**config.mk**
```make
export PLATFORM = sky130hd
export DESIGN_NAME = fp16_fp32_converter_top
export DESIGN_NICKNAME = d
export VERILOG_FILES = /design/src/hdl/f16cvt_pkg.sv /design/src/hdl/fp16_fp32_converter_top.sv
export SDC_FILE = /design/constraint.sdc
export NUM_CORES = 1
export LEC_CHECK = 0
export BUFFER_PORTS_ARGS = -buffer_cell sky130_fd_sc_hd__buf_2
export CORE_MARGIN = 4
export CORE_UTILIZATION = 35
export CTS_CLUSTER_DIAMETER = 60
export DETAILED_ROUTE_END_ITERATION = 10
export HOLD_SLACK_MARGIN = 0.12
export PLACE_DENSITY = 0.55
export SLEW_MARGIN = 20
export SYNTH_ARGS = -nofsm -noshare
export SYNTH_HDL_FRONTEND = slang
export SYNTH_SLANG_ARGS = --single-unit
```
**constraint.sdc**
```tcl
create_clock -name clk -period 7 [get_ports clk]
set_clock_uncertainty 0.05 [all_clocks]
set_input_delay 0.35 -clock clk [delete_from_list [all_inputs] [get_ports clk]]
set_output_delay 0.35 -clock clk [all_outputs]
set_load 0.05 [all_outputs]
```
**src/hdl/f16cvt_pkg.sv**
```systemverilog
`default_nettype none
// ----------------------------------------------------------------------------
// f16cvt_pkg: half/single precision conversion helpers
// Command codes and the two bit-exact conversion functions shared by the
// converter datapath.
// ----------------------------------------------------------------------------
package f16cvt_pkg;

  localparam logic CMD_H2S = 1'b0;  // half to single
  localparam logic CMD_S2H = 1'b1;  // single to half

  // Half to single, exact.
  function automatic logic [31:0] widen_half(input logic [15:0] h);
    logic       sign;
    logic [4:0] exp_h;
    logic [9:0] man_h;
    logic [3:0] msb;
    logic [3:0] sh;
    logic [9:0] man_n;
    logic [7:0] exp_n;
    logic [31:0] res;
    sign  = h[15];
    exp_h = h[14:10];
    man_h = h[9:0];
    msb   = '0;
    for (int i = 0; i < 10; i++) begin
      if (man_h[i]) begin
        msb = 4'(i);
      end
    end
    // subnormal: shift leading one up to the hidden bit position
    sh    = 4'd10 - msb;
    man_n = 10'(man_h << sh);
    exp_n = 8'd113 - {4'd0, sh};
    if (exp_h == 5'd0) begin
      if (man_h == 10'd0) begin
        res = {sign, 31'd0};
      end else begin
        res = {sign, exp_n, man_n, 13'd0};
      end
    end else if (exp_h == 5'h1f) begin
      res = {sign, 8'hff, man_h, 13'd0};
    end else begin
      res = {sign, 8'({3'd0, exp_h} + 8'd112), man_h, 13'd0};
    end
    return res;
  endfunction

  // Single to half, round to nearest even. Upper 16 bits of result are zero.
  function automatic logic [31:0] narrow_single(input logic [31:0] f);
    logic        sign;
    logic [7:0]  exp_s;
    logic [22:0] man_s;
    logic [23:0] man_x;
    logic [4:0]  sh;
    logic [10:0] sub_q;
    logic [23:0] rem;
    logic [23:0] hlf;
    logic        sub_up;
    logic [4:0]  hexp;
    logic        nrm_up;
    logic [15:0] res;
    sign   = f[31];
    exp_s  = f[30:23];
    man_s  = f[22:0];
    man_x  = {1'b1, man_s};
    sh     = 5'(8'd126 - exp_s);
    sub_q  = 11'(man_x >> sh);
    rem    = man_x & ((24'd1 << sh) - 24'd1);
    hlf    = 24'd1 << (sh - 5'd1);
    sub_up = (rem > hlf) || ((rem == hlf) && sub_q[0]);
    hexp   = 5'(exp_s - 8'd112);
    nrm_up = man_s[12] && ((man_s[11:0] != 12'd0) || man_s[13]);
    if (exp_s == 8'hff) begin
      res = {sign, 5'h1f, (man_s != 23'd0), 9'd0};
    end else if (exp_s >= 8'd143) begin
      res = {sign, 15'h7c00};
    end else if (exp_s <= 8'd112) begin
      if (exp_s < 8'd102) begin
        res = {sign, 15'd0};
      end else begin
        // carry out of the mantissa lands in exponent 1
        res = {sign, 15'({4'd0, sub_q} + {14'd0, sub_up})};
      end
    end else begin
      // mantissa carry bumps the exponent; 30/all-ones rolls to infinity
      res = {sign, 15'({hexp, man_s[22:13]} + {14'd0, nrm_up})};
    end
    return {16'd0, res};
  endfunction

endpackage
`default_nettype wire

```
**src/hdl/fp16_fp32_converter_top.sv**
```systemverilog
`default_nettype none
// ----------------------------------------------------------------------------
// fp16_fp32_converter_top: IEEE 754 half/single precision converter
// Two-stage stream pipeline: operand register, conversion logic, result
// register.
// ----------------------------------------------------------------------------
// Converts one bit pattern per transfer. in_tuser selects the direction
// (0: half to single, exact; 1: single to half, round to nearest even with
// overflow to infinity, quiet NaN 0x7e00 with sign, and single subnormals
// flushed to zero). A new operand is taken every cycle unless back pressure
// holds a full stage 1. Each result passes the operand register and then the
// result register. Back pressure on the output stalls both stages.
module fp16_fp32_converter_top
  import f16cvt_pkg::*;
(
  input  wire logic        clk,
  input  wire logic        rst_n,
  input  wire logic        in_tvalid,
  output logic             in_tready,
  input  wire logic [31:0] in_tdata,   // [31:0] operand_bits
  input  wire logic        in_tuser,   // [0] command
  output logic             out_tvalid,
  input  wire logic        out_tready,
  output logic [31:0]      out_tdata   // [31:0] result_bits
);

  logic        s1_vld_r;
  logic        cmd_r;
  logic [31:0] opnd_r;
  logic        out_vld_r;
  logic [31:0] res_r;
  logic [31:0] res_nxt;
  logic        out_rdy;
  logic        s1_rdy;

  assign out_rdy   = !out_vld_r || out_tready;
  assign s1_rdy    = !s1_vld_r || out_rdy;
  assign in_tready = s1_rdy;

  always_comb begin
    unique case (cmd_r)
      CMD_H2S: res_nxt = widen_half(opnd_r[15:0]);
      CMD_S2H: res_nxt = narrow_single(opnd_r);
    endcase
  end

  always_ff @(posedge clk) begin
    if (!rst_n) begin
      s1_vld_r  <= 1'b0;
      out_vld_r <= 1'b0;
    end else begin
      if (s1_rdy) begin
        s1_vld_r <= in_tvalid;
      end
      if (out_rdy) begin
        out_vld_r <= s1_vld_r;
      end
    end
  end

  always_ff @(posedge clk) begin
    if (in_tvalid && s1_rdy) begin
      cmd_r  <= in_tuser;
      opnd_r <= in_tdata;
    end
    if (s1_vld_r && out_rdy) begin
      res_r <= res_nxt;
    end
  end

  assign out_tvalid = out_vld_r;
  assign out_tdata  = res_r;

  a_in_to_s1: assert property (@(posedge clk) disable iff (!rst_n)
    in_tvalid && in_tready |=> s1_vld_r)
    else $error("accepted operand not held in stage 1");

  a_s1_to_out: assert property (@(posedge clk) disable iff (!rst_n)
    s1_vld_r && out_rdy |=> out_tvalid)
    else $error("stage 1 advance lost its result");

  a_narrow_upper: assert property (@(posedge clk) disable iff (!rst_n)
    s1_vld_r && out_rdy && (cmd_r == CMD_S2H) |=> out_tdata[31:16] == 16'd0)
    else $error("single to half result has nonzero upper half");

  a_empty_ready: assert property (@(posedge clk) disable iff (!rst_n)
    !s1_vld_r |-> in_tready)
    else $error("empty stage 1 refuses input");

endmodule
`default_nettype wire
```
==> flow_summary.json, run 1 <==
{
  "max-cap-violations": 0,
  "slew_headroom_pct": 23.9,
  "n_antenna_cell": 0,
  "arrival_ns": 6.38,
  "fin_ws_ns": 0.661,
  "final_max_slew_viol_count": 0,
  "fillers": 1705,
  "drc": 0,
  "async_reset_ff_share_pct": 0,
  "synth_edf_count": 64,
  "r2r_end": "out_tdata[10]",
  "gp_congestion": 0.936,
  "cpMostUsedCell": "ha_1",
  "hold_viol": 0,
  "worstSetupEndpointType": "flop",
  "clock_latency_ns": 0.35,
  "synth_area_per_cell_sq_um": 9.24,
  "reg2reg_depth": 25,
  "die_width_microns": 141,
  "antenna_found_initial": 0,
  "grt_max_degree": 34,
  "cts.clk_slew.worst_paths_ns": 0.06,
  "vias_per_cell": 5.88,
  "setup_viol_count_final": 0,
  "drtPass1Iterations": 6,
  "area_delta_synth_final_pct": 16.1,
  "io_pins": 71,
  "power_mw": 1.36,
  "min_period_ns": 6.34,
  "rsz0062_at_grt": "false",
  "first_iter_violations": 663,
  "netlist_area_sq_um": 6200,
  "ys_ff_latch": 66,
  "drive_gt1_share_pct": 19.2,
  "p_leak_nw": 2.71,
  "synthDistinctLibCells": 73,
  "track_usage_pct": 18.5,
  "h-tree-depth": 3,
  "rows": 48,
  "startpoint": "opnd_r[24]",
  "grt_pass1_wl_microns": 29200,
  "cts_tree": "built",
  "yosys_warnings": 0,
  "fp.dieH_microns": 141,
  "start_kind": "flop",
  "status": "completed",
  "grt_pass1_vias": 5283,
  "multiInputGateArea_sq_um": 3950,
  "port_buffers": 70,
  "register_area_sq_um": 1960,
  "peakVddDrop_uv": 146,
  "crit_end": "out_tdata[10]",
  "postCtsSetupBuffers": 0,
  "final_nets": 817,
  "grt_overflow_total": 0,
  "max_freq_ghz": 0.158,
  "post_drt_wl_per_cell_microns": 19.2,
  "fp.dieArea_sq_um": 19900,
  "cp_max_fo": 9,
  "slowest_stage": "edfxtp_1",
  "worstSetupPathType": "reg2reg",
  "root_buffer": "clkbuf_16",
  "ff2ff_setup_slack_ns": 0.66,
  "netlist_instances": 671,
  "post-dp-hpwl_microns": 13800,
  "initial_core_util_pct": 35.7,
  "wl_microns": 18600,
  "ant_nets": 0,
  "r2r-start": "opnd_r[24]",
  "period_share_pct": 90.6,
  "clk_path_buf_depth": 2,
  "worst_pin_slew_ns": 1.13,
  "worstHoldPathCells": 1,
  "syn_nets": 749,
  "synth_ff_type": "edfxtp_1",
  "powerDensity_nw_per_um2": 189,
  "ys_seq_area_share_pct": 31.6,
  "place_ws_ns": 0.593,
  "cts_buffers": 9,
  "worst_hold_path_type": "in2reg",
  "core_sq_um": 17400,
  "clock_sinks": 66,
  "tns_ns": 0,
  "slowest_delay_ns": 0.55,
  "crit_required_ns": 7.05,
  "vias": 5697
}
## repair_timing
action | 4_1_cts | 5_1_grt
endpoints found under the setup margin | 0 | 1
resized for setup | 0 | 1
hold endpoints to repair | 23 | 2
hold buffers | 23 | 2
## worst min path at each step
stage                      start             to  slack (ns)
floorplan               in_tuser          cmd_r        0.40
global placement        s1_vld_r     out_tvalid        0.44
detailed placement    opnd_r[31]  out_tdata[15]        0.47
CTS                 in_tdata[14]     opnd_r[14]        0.12
global route         in_tdata[1]      opnd_r[1]        0.12
finish               in_tdata[9]      opnd_r[9]        0.14
## state kept, by name (all words and copies together) (netlist names)
register    flops
opnd_r         32
out_tdata      31
cmd_r           1
out_tvalid      1
s1_vld_r        1
## metrics by stage
stage	hold WS, ns	area (sq um)	util (%)	instances
after floorplan	0.399	6200	-	671
after global placement	0.440	6670	38.4	928
after detailed placement	0.468	6670	38.4	928
after CTS	0.121	7180	41.4	967
after global routing	0.123	7200	41.5	969
final	0.136	7200	41.5	969
## power by group
group          leakage (nW)  switching [mW]  internal (mW)
logic                  1.95           0.276          0.171
registers             0.632          0.0317          0.461
clock network         0.128           0.183          0.242
total                  2.71           0.490          0.874
## final cells by class
type	count	area share (%)
multi-input cells	543	54.8
inverters	13	0.678
clock buffers	9	3.13
repair buffers	106	9.49
flip-flops and latches	66	27.2
well taps	225	3.91
clock inverters	7	0.747
## critical path, delay by kind of cell, from the launching register on
family / cells / cell delay [ns]
fa+ha+maj: 5 / 1.20
flops: 1 / 0.55
xor+xnor: 1 / 0.18
simple gates: 9 / 2.14
compound gates: 10 / 1.98
## cells in the final DEF (no fill, tap or decap), types with 6 or more instances in the layout
cell type      instances
nand2_1               82
buf_2                 70
edfxtp_1              64
nor2_1                55
ha_1                  41
a21oi_1               39
mux2i_1               31
dlygate4sd3_1         25
o21ai_0               24
nor3_1                20
nand3_1               19
xor2_1                15
mux4_2                15
nor2b_1               14
xnor2_1               13
nand4_1               12
o211ai_1              12
o22ai_1               12
inv_1                 11
buf_4                 11
o21a_1                10
a22oi_1               10
a21o_1                 9
clkbuf_16              9
and2_1                 7
a21boi_0               7
and3_1                 6
mux2_2                 6
## logic make-up after synthesis
family / count (synthesis) / synth area share [%]
AO/OA/AOI/OAI: 170 / 19.3
XOR/XNOR: 30 / 4.66
adder cells (fa/ha/maj): 41 / 8.27
buffers and inverters: 62 / 4.82
flip-flops: 66 / 31.6
multiplexers: 53 / 11.7
AND/OR/NAND/NOR: 249 / 19.6
## routing by layer
layer	vias up	track usage [%]	routed length [microns]
li1	2659	-	-
met1	2738	24.8	7880
met2	267	29.5	8850
met3	33	4.41	1470
met4	0	6.17	418
met5	-	0	0
## cell usage after synthesis (4+ instances only)
master	n	area share [%]
clkbuf_1	27	1.6
buf_4	5	0.61
o22ai_1	12	1.2
a21oi_1	39	3.1
nor3_1	20	1.6
mux4_2	15	5.4
nor4_1	5	0.50
nor2_1	56	3.4
and4_1	4	0.56
xor2_1	15	2.1
nand3_1	19	1.5
o211ai_1	12	1.5
nand2b_1	4	0.40
nand4_1	12	1.2
a211oi_1	4	0.48
and3_1	6	0.61
or3_1	5	0.50
o21ai_0	24	1.9
mux2i_1	31	5.0
ha_1	41	8.3
nand2_1	82	5.0
a21boi_0	7	0.85
inv_1	11	0.67
buf_2	9	0.73
a32oi_1	5	0.71
and2_1	7	0.71
a21o_1	9	1.1
o31ai_1	5	0.61
a22oi_1	10	1.2
edfxtp_1	64	31
xnor2_1	13	1.8
mux2_2	6	1.1
o21a_1	10	1.2
nor2b_1	15	1.5
(Power assumes the default switching activity.)
==> run 2: changes to the inputs <==
CTS_BUF_LIST = sky130_fd_sc_hd__clkbuf_16   (was unset)
CTS_CLUSTER_SIZE = 12   (was unset)
clock period = 7.8 ns   (was 7 ns; I/O delays follow)
==> run 2 against run 1 <==
Net effect:
- worst hold slack better by 0.035 ns
- flip-flop and latch count unchanged
- largest power group unchanged
- sequential share of layout area up 0.90 points
- final area down 3.2%
- global-route usage down 0.12 points
- clock-buffer cell count unchanged
- die area unchanged
- register-to-register slack better by 0.59 ns
- utilization down 1.3 points
- first-iteration DRC count down 15%
- maximum frequency down 3.2%
- wire length down 0.87%
==> flow_summary.json, run 2 (same netlist as run 1, synthesis figures left out) <==
{
  "r2r_end": "out_tdata[10]",
  "root_buffer": "clkbuf_16",
  "top_register": "opnd_r",
  "drc": 0,
  "drive_gt1_share_pct": 19.2,
  "fin_ws_ns": 1.25,
  "powerDensity_nw_per_um2": 180,
  "ff2ff_setup_slack_ns": 1.25,
  "crit_required_ns": 7.83,
  "crit_end": "out_tdata[10]",
  "drtPass1Iterations": 5,
  "use_met1_pct": 24.5,
  "post-dp-hpwl_microns": 13900,
  "hp-start": "in_tdata[16]",
  "pwr-share-seq_pct": 35.2,
  "track_usage_pct": 18.4,
  "cts-resized-gates": 0,
  "design_area_sq_um": 6970,
  "p_switching_mw": 0.421,
  "worst_pin_slew_ns": 1.12,
  "port_buffers": 70,
  "dp.cells": 927,
  "tns_ns": 0,
  "use_met3_pct": 4.14,
  "final_cell_mix": "nand2_1, buf_2, edfxtp_1",
  "initial_core_util_pct": 35.7,
  "period_share_pct": 84.0,
  "die_width_microns": 141,
  "clk_path_buf_depth": 2,
  "final_nets": 791,
  "grt_pass1_wl_microns": 29300,
  "grt_max_degree": 42,
  "gp_congestion": 0.958,
  "max-cap-violations": 0,
  "slew_headroom_pct": 24.9,
  "reg2reg_depth": 25,
  "grt_pass1_vias": 5354,
  "wl_microns": 18500,
  "vias_per_cell": 5.95,
  "peakVddDrop_uv": 173,
  "io_pins": 71,
  "grt-busiest-layer": "met2",
  "final_max_slew_viol_count": 0,
  "place_ws_ns": 1.39,
  "instances_no_fill": 942,
  "area_delta_synth_final_pct": 12.4,
  "fp.dieArea_sq_um": 19900,
  "antenna_found_initial": 0,
  "placed_cell_area_sq_um": 6660,
  "clock_latency_ns": 0.34,
  "core_sq_um": 17400,
  "cts_buffers": 9,
  "worstSetupEndpointType": "flop",
  "n_antenna_cell": 0,
  "arrival_ns": 6.58,
  "r2r-start": "opnd_r[24]",
  "rsz0062_at_grt": "false",
  "vias": 5604,
  "met2_usage_pct": 30.2,
  "max_freq_ghz": 0.153,
  "first_iter_violations": 561,
  "internal_power_mw": 0.835,
  "setup_viol_count_final": 0,
  "worst_hold_path_type": "in2reg",
  "combPwrFrac_pct": 31.1,
  "cp_max_fo": 9,
  "start_kind": "flop",
  "largest_reg_flops": 32,
  "worstSetupPathType": "reg2reg",
  "h-tree-depth": 3,
  "post_drt_wl_per_cell_microns": 19.6,
  "postCtsSetupBuffers": 0,
  "fp.dieH_microns": 141,
  "rows": 48,
  "p_leak_nw": 2.62,
  "pwr-share-clk_pct": 33.6,
  "ant_nets": 0,
  "final_common_cell": "nand2_1",
  "ctsHoldBuffers": 0,
  "hold_viol": 0,
  "cts_tree": "built",
  "cts.clk_slew.worst_paths_ns": 0.06,
  "status": "completed",
  "startpoint": "opnd_r[24]",
  "min_period_ns": 6.55,
  "grt_overflow_total": 0,
  "sw_frac_of_total_pct": 33.6,
  "clock_sinks": 66
}
==> run 2: power groups by stage <==
stage,clock (mW),combinational (mW),sequential [mW]
after floorplan,0,0.276,0.462
after global placement,0,0.383,0.449
after detailed placement,0,0.384,0.450
after CTS,0.430,0.387,0.443
after global routing,0.448,0.425,0.446
final,0.423,0.391,0.443
==> run 2: how the worst min path moves through the flow <==
stage / to / slack [ns] / cells after the start
floorplan: out_tvalid / 0.43 / 1
global placement: out_tvalid / 0.44 / 1
detailed placement: out_tvalid / 0.46 / 1
CTS: opnd_r[30] / 0.16 / 1
global route: opnd_r[16] / 0.17 / 1
finish: opnd_r[16] / 0.17 / 1
==> run 2: per-stage QoR <==
step                      utilization, %  hold slack, ns  power [mW]
after floorplan                        -           0.427       0.739
after global placement              38.4           0.440       0.832
after detailed placement            38.4           0.455       0.834
after CTS                           40.2           0.161        1.26
after global routing                40.2           0.166        1.32
final                               40.2           0.171        1.26
==> run 2: routing by layer <==
layer  vias up  wire [microns]  share of wire [%]
li1       2615               -                  -
met1      2724            7740                 42
met2       238            8890                 48
met3        27            1490                8.1
met4         0             329                1.8
met5         -               0                  0
==> run 2: layout make-up <==
cell class              instances  area [sq um]
multi-input cells             543          3940
clock buffers                   9           225
well taps                     225           282
inverters                      13          48.8
clock inverters                 6          82.6
fillers                      1741         10400
flip-flops and latches         66          1960
repair buffers                 80           425
==> run 2: worst max-delay path: stages, from the launching register on <==
cell	delay, ns
edfxtp_1	0.54
ha_1	0.28
nor2b_1	0.18
o21a_1	0.31
nor2_1	0.55
nor2_1	0.21
nand3_1	0.22
ha_1	0.26
o31ai_1	0.16
a211oi_2	0.50
nor3b_1	0.28
o21ai_0	0.11
a21oi_1	0.16
ha_1	0.17
nand4_1	0.16
nor4_1	0.37
o31a_1	0.20
o32a_1	0.19
ha_1	0.25
ha_1	0.21
o2111a_1	0.17
a41oi_1	0.06
nand3b_1	0.24
nor4_2	0.18
xor2_1	0.18
o22ai_1	0.09
==> run 3: changes to the inputs <==
clock period = 6.6 ns   (was 7.8 ns; I/O delays follow)
==> run 3 against run 2 <==
Net effect:
- clock-buffer cell count unchanged
- register-to-register slack worse by 0.85 ns
- sequential power grew 18%
- non-clock buffer count grew 42
- critical path depth down 1
- utilization is 2.1 points higher
- critical path type unchanged
- largest cell class unchanged
==> flow_summary.json, run 3 (same netlist as run 1, synthesis figures left out) <==
{
  "status": "completed",
  "r2r-start": "opnd_r[23]",
  "worstSetupPathType": "reg2reg",
  "ant_nets": 0,
  "grt_max_degree": 34,
  "area_delta_synth_final_pct": 18.2,
  "pwr-share-clk_pct": 29.4,
  "port_buffers": 70,
  "power_mw": 1.43,
  "hold_viol": 0,
  "combPwrFrac_pct": 33.9,
  "hp-start": "rst_n",
  "root_buffer": "clkbuf_16",
  "n_antenna_cell": 0,
  "h-tree-depth": 3,
  "peakVddDrop_uv": 160,
  "holdWs_ns": 0.172,
  "tns_ns": 0,
  "grt_overflow_total": 0,
  "cts.clk_slew.worst_paths_ns": 0.06,
  "clk_path_buf_depth": 2,
  "fp.dieH_microns": 141,
  "crit_required_ns": 6.64,
  "core_sq_um": 17400,
  "startpoint": "opnd_r[23]",
  "wl_microns": 18800,
  "powerDensity_nw_per_um2": 195,
  "largest_reg_flops": 32,
  "io_pins": 71,
  "top_register": "opnd_r",
  "p_switching_mw": 0.501,
  "cp_max_fo": 10,
  "pwr-share-seq_pct": 36.7,
  "reg2reg_depth": 24,
  "initial_core_util_pct": 35.7,
  "rsz0062_at_grt": "false",
  "arrival_ns": 6.23,
  "critPathTopFamily": "compound AO/OA/AOI/OAI gates",
  "crit_end": "out_tdata[10]",
  "internal_power_mw": 0.927,
  "first_iter_violations": 601,
  "clock_sinks": 66,
  "track_usage_pct": 18.9,
  "post-dp-hpwl_microns": 14200,
  "antenna_found_initial": 0,
  "grt_pass1_wl_microns": 29900,
  "worst_pin_slew_ns": 1.08,
  "slowest_stage": "edfxtp_1",
  "worstSetupEndpointType": "flop",
  "cpMostUsedCell": "ha_1",
  "final_max_slew_viol_count": 0,
  "drive_gt1_share_pct": 19.7,
  "slowest_delay_ns": 0.57,
  "cp_num_cells": 24,
  "clock_latency_ns": 0.34,
  "sw_frac_of_total_pct": 35.1,
  "gp_congestion": 0.921,
  "fp.dieArea_sq_um": 19900,
  "timing.critical_path.buf_inv": 0,
  "path_cells": "ha_1 -> nand3_2 -> xor2_1 -> nor2_1 -> nand3_1 -> ha_1 -> o31ai_1 -> a211oi_2 -> a21oi_1 -> o21ai_0 -> a21oi_1 -> ha_1 -> nand4_1 -> nor4_1 -> o31a_1 -> o32a_1 -> ha_1 -> ha_1 -> o2111a_1 -> a41oi_1 -> nand3b_1 -> nor4_2 -> xor2_1 -> o22ai_1",
  "vias_per_cell": 5.84,
  "setup_viol_count_final": 0,
  "grt_pass1_vias": 5493,
  "r2r_end": "out_tdata[10]",
  "period_share_pct": 93.9,
  "drc": 0,
  "final_nets": 833,
  "cts_tree": "built",
  "worst_hold_path_type": "in2reg",
  "die_width_microns": 141,
  "max-cap-violations": 0,
  "min_period_ns": 6.20,
  "post_drt_wl_per_cell_microns": 19.1,
  "final_common_cell": "nand2_1",
  "vias": 5752,
  "p_leak_nw": 2.80,
  "cts_buffers": 9,
  "drtPass1Iterations": 5,
  "ff2ff_setup_slack_ns": 0.40,
  "start_kind": "flop",
  "rows": 48,
  "slew_headroom_pct": 27.6,
  "fillers": 1717,
  "final_cell_mix": "nand2_1, buf_2, edfxtp_1",
  "max_freq_ghz": 0.161
}
[run 3: cell types whose count changed in the layout (fill, tap and decap cells not counted), sizes merged]
cell | previous run | this run
buf | 80 | 89
bufinv | 2 | 0
clkinv | 3 | 5
clkinvlp | 2 | 1
dlygate4sd3 | 0 | 33
inv | 12 | 14
[run 3: cell type report]
class | count | area, sq um | area share [%]
clock buffer | 9 | 225 | 3.07
inverter | 13 | 48.8 | 0.665
clock inverter | 7 | 38.8 | 0.529
tap | 225 | 282 | 3.84
sequential | 66 | 1960 | 26.8
multi-input combinational | 543 | 3950 | 53.9
timing repair buffer | 122 | 823 | 11.2
[run 3: how the worst min path moves through the flow]
| stage | endpoint | slack [ns] | cells past startpoint |
|---|---|---|---|
| after floorplan | cmd_r | 0.38 | 0 |
| after global placement | out_tvalid | 0.44 | 1 |
| after detailed placement | opnd_r[20] | 0.46 | 1 |
| after CTS | opnd_r[5] | 0.12 | 1 |
| after global routing | out_tvalid | 0.17 | 2 |
| final | out_tvalid | 0.17 | 2 |
[run 3: what timing repair did]
item                                    4_1_cts  5_1_grt
buffers inserted                              0        3
endpoints found under the setup margin        0        1
hold buffers                                 32        1
endpoints found under the hold margin        32        1
resized for setup                             0        3
[run 3: power by group through the flow]
| stage | combinational, mW | clock [mW] | sequential, mW |
|---|---|---|---|
| 3_3_place_gp | 0.460 | 0 | 0.530 |
| 3_5_place_dp | 0.459 | 0 | 0.532 |
| 2_1_floorplan | 0.327 | 0 | 0.546 |
| 4_1_cts | 0.478 | 0.433 | 0.523 |
| 5_1_grt | 0.528 | 0.453 | 0.527 |
| 6_report | 0.485 | 0.420 | 0.524 |
[run 3: metrics by stage]
step	setup slack, ns	area [sq um]	std cells	util, %
3_3_place_gp	0.695	6710	933	38.6
6_report	0.402	7330	985	42.3
2_1_floorplan	1.12	6200	671	-
5_1_grt	0.00439	7330	985	42.3
4_1_cts	0.474	7290	981	42.0
3_5_place_dp	0.498	6710	933	38.6
[run 3: layer usage]
| layer | routed length [microns] | vias to the layer above | global-route usage (%) |
|---|---|---|---|
| li1 | - | 2698 | - |
| met1 | 8220 | 2738 | 26.1 |
| met2 | 8730 | 280 | 30.4 |
| met3 | 1380 | 36 | 3.09 |
| met4 | 435 | 0 | 5.41 |
| met5 | 0 | - | 0 |
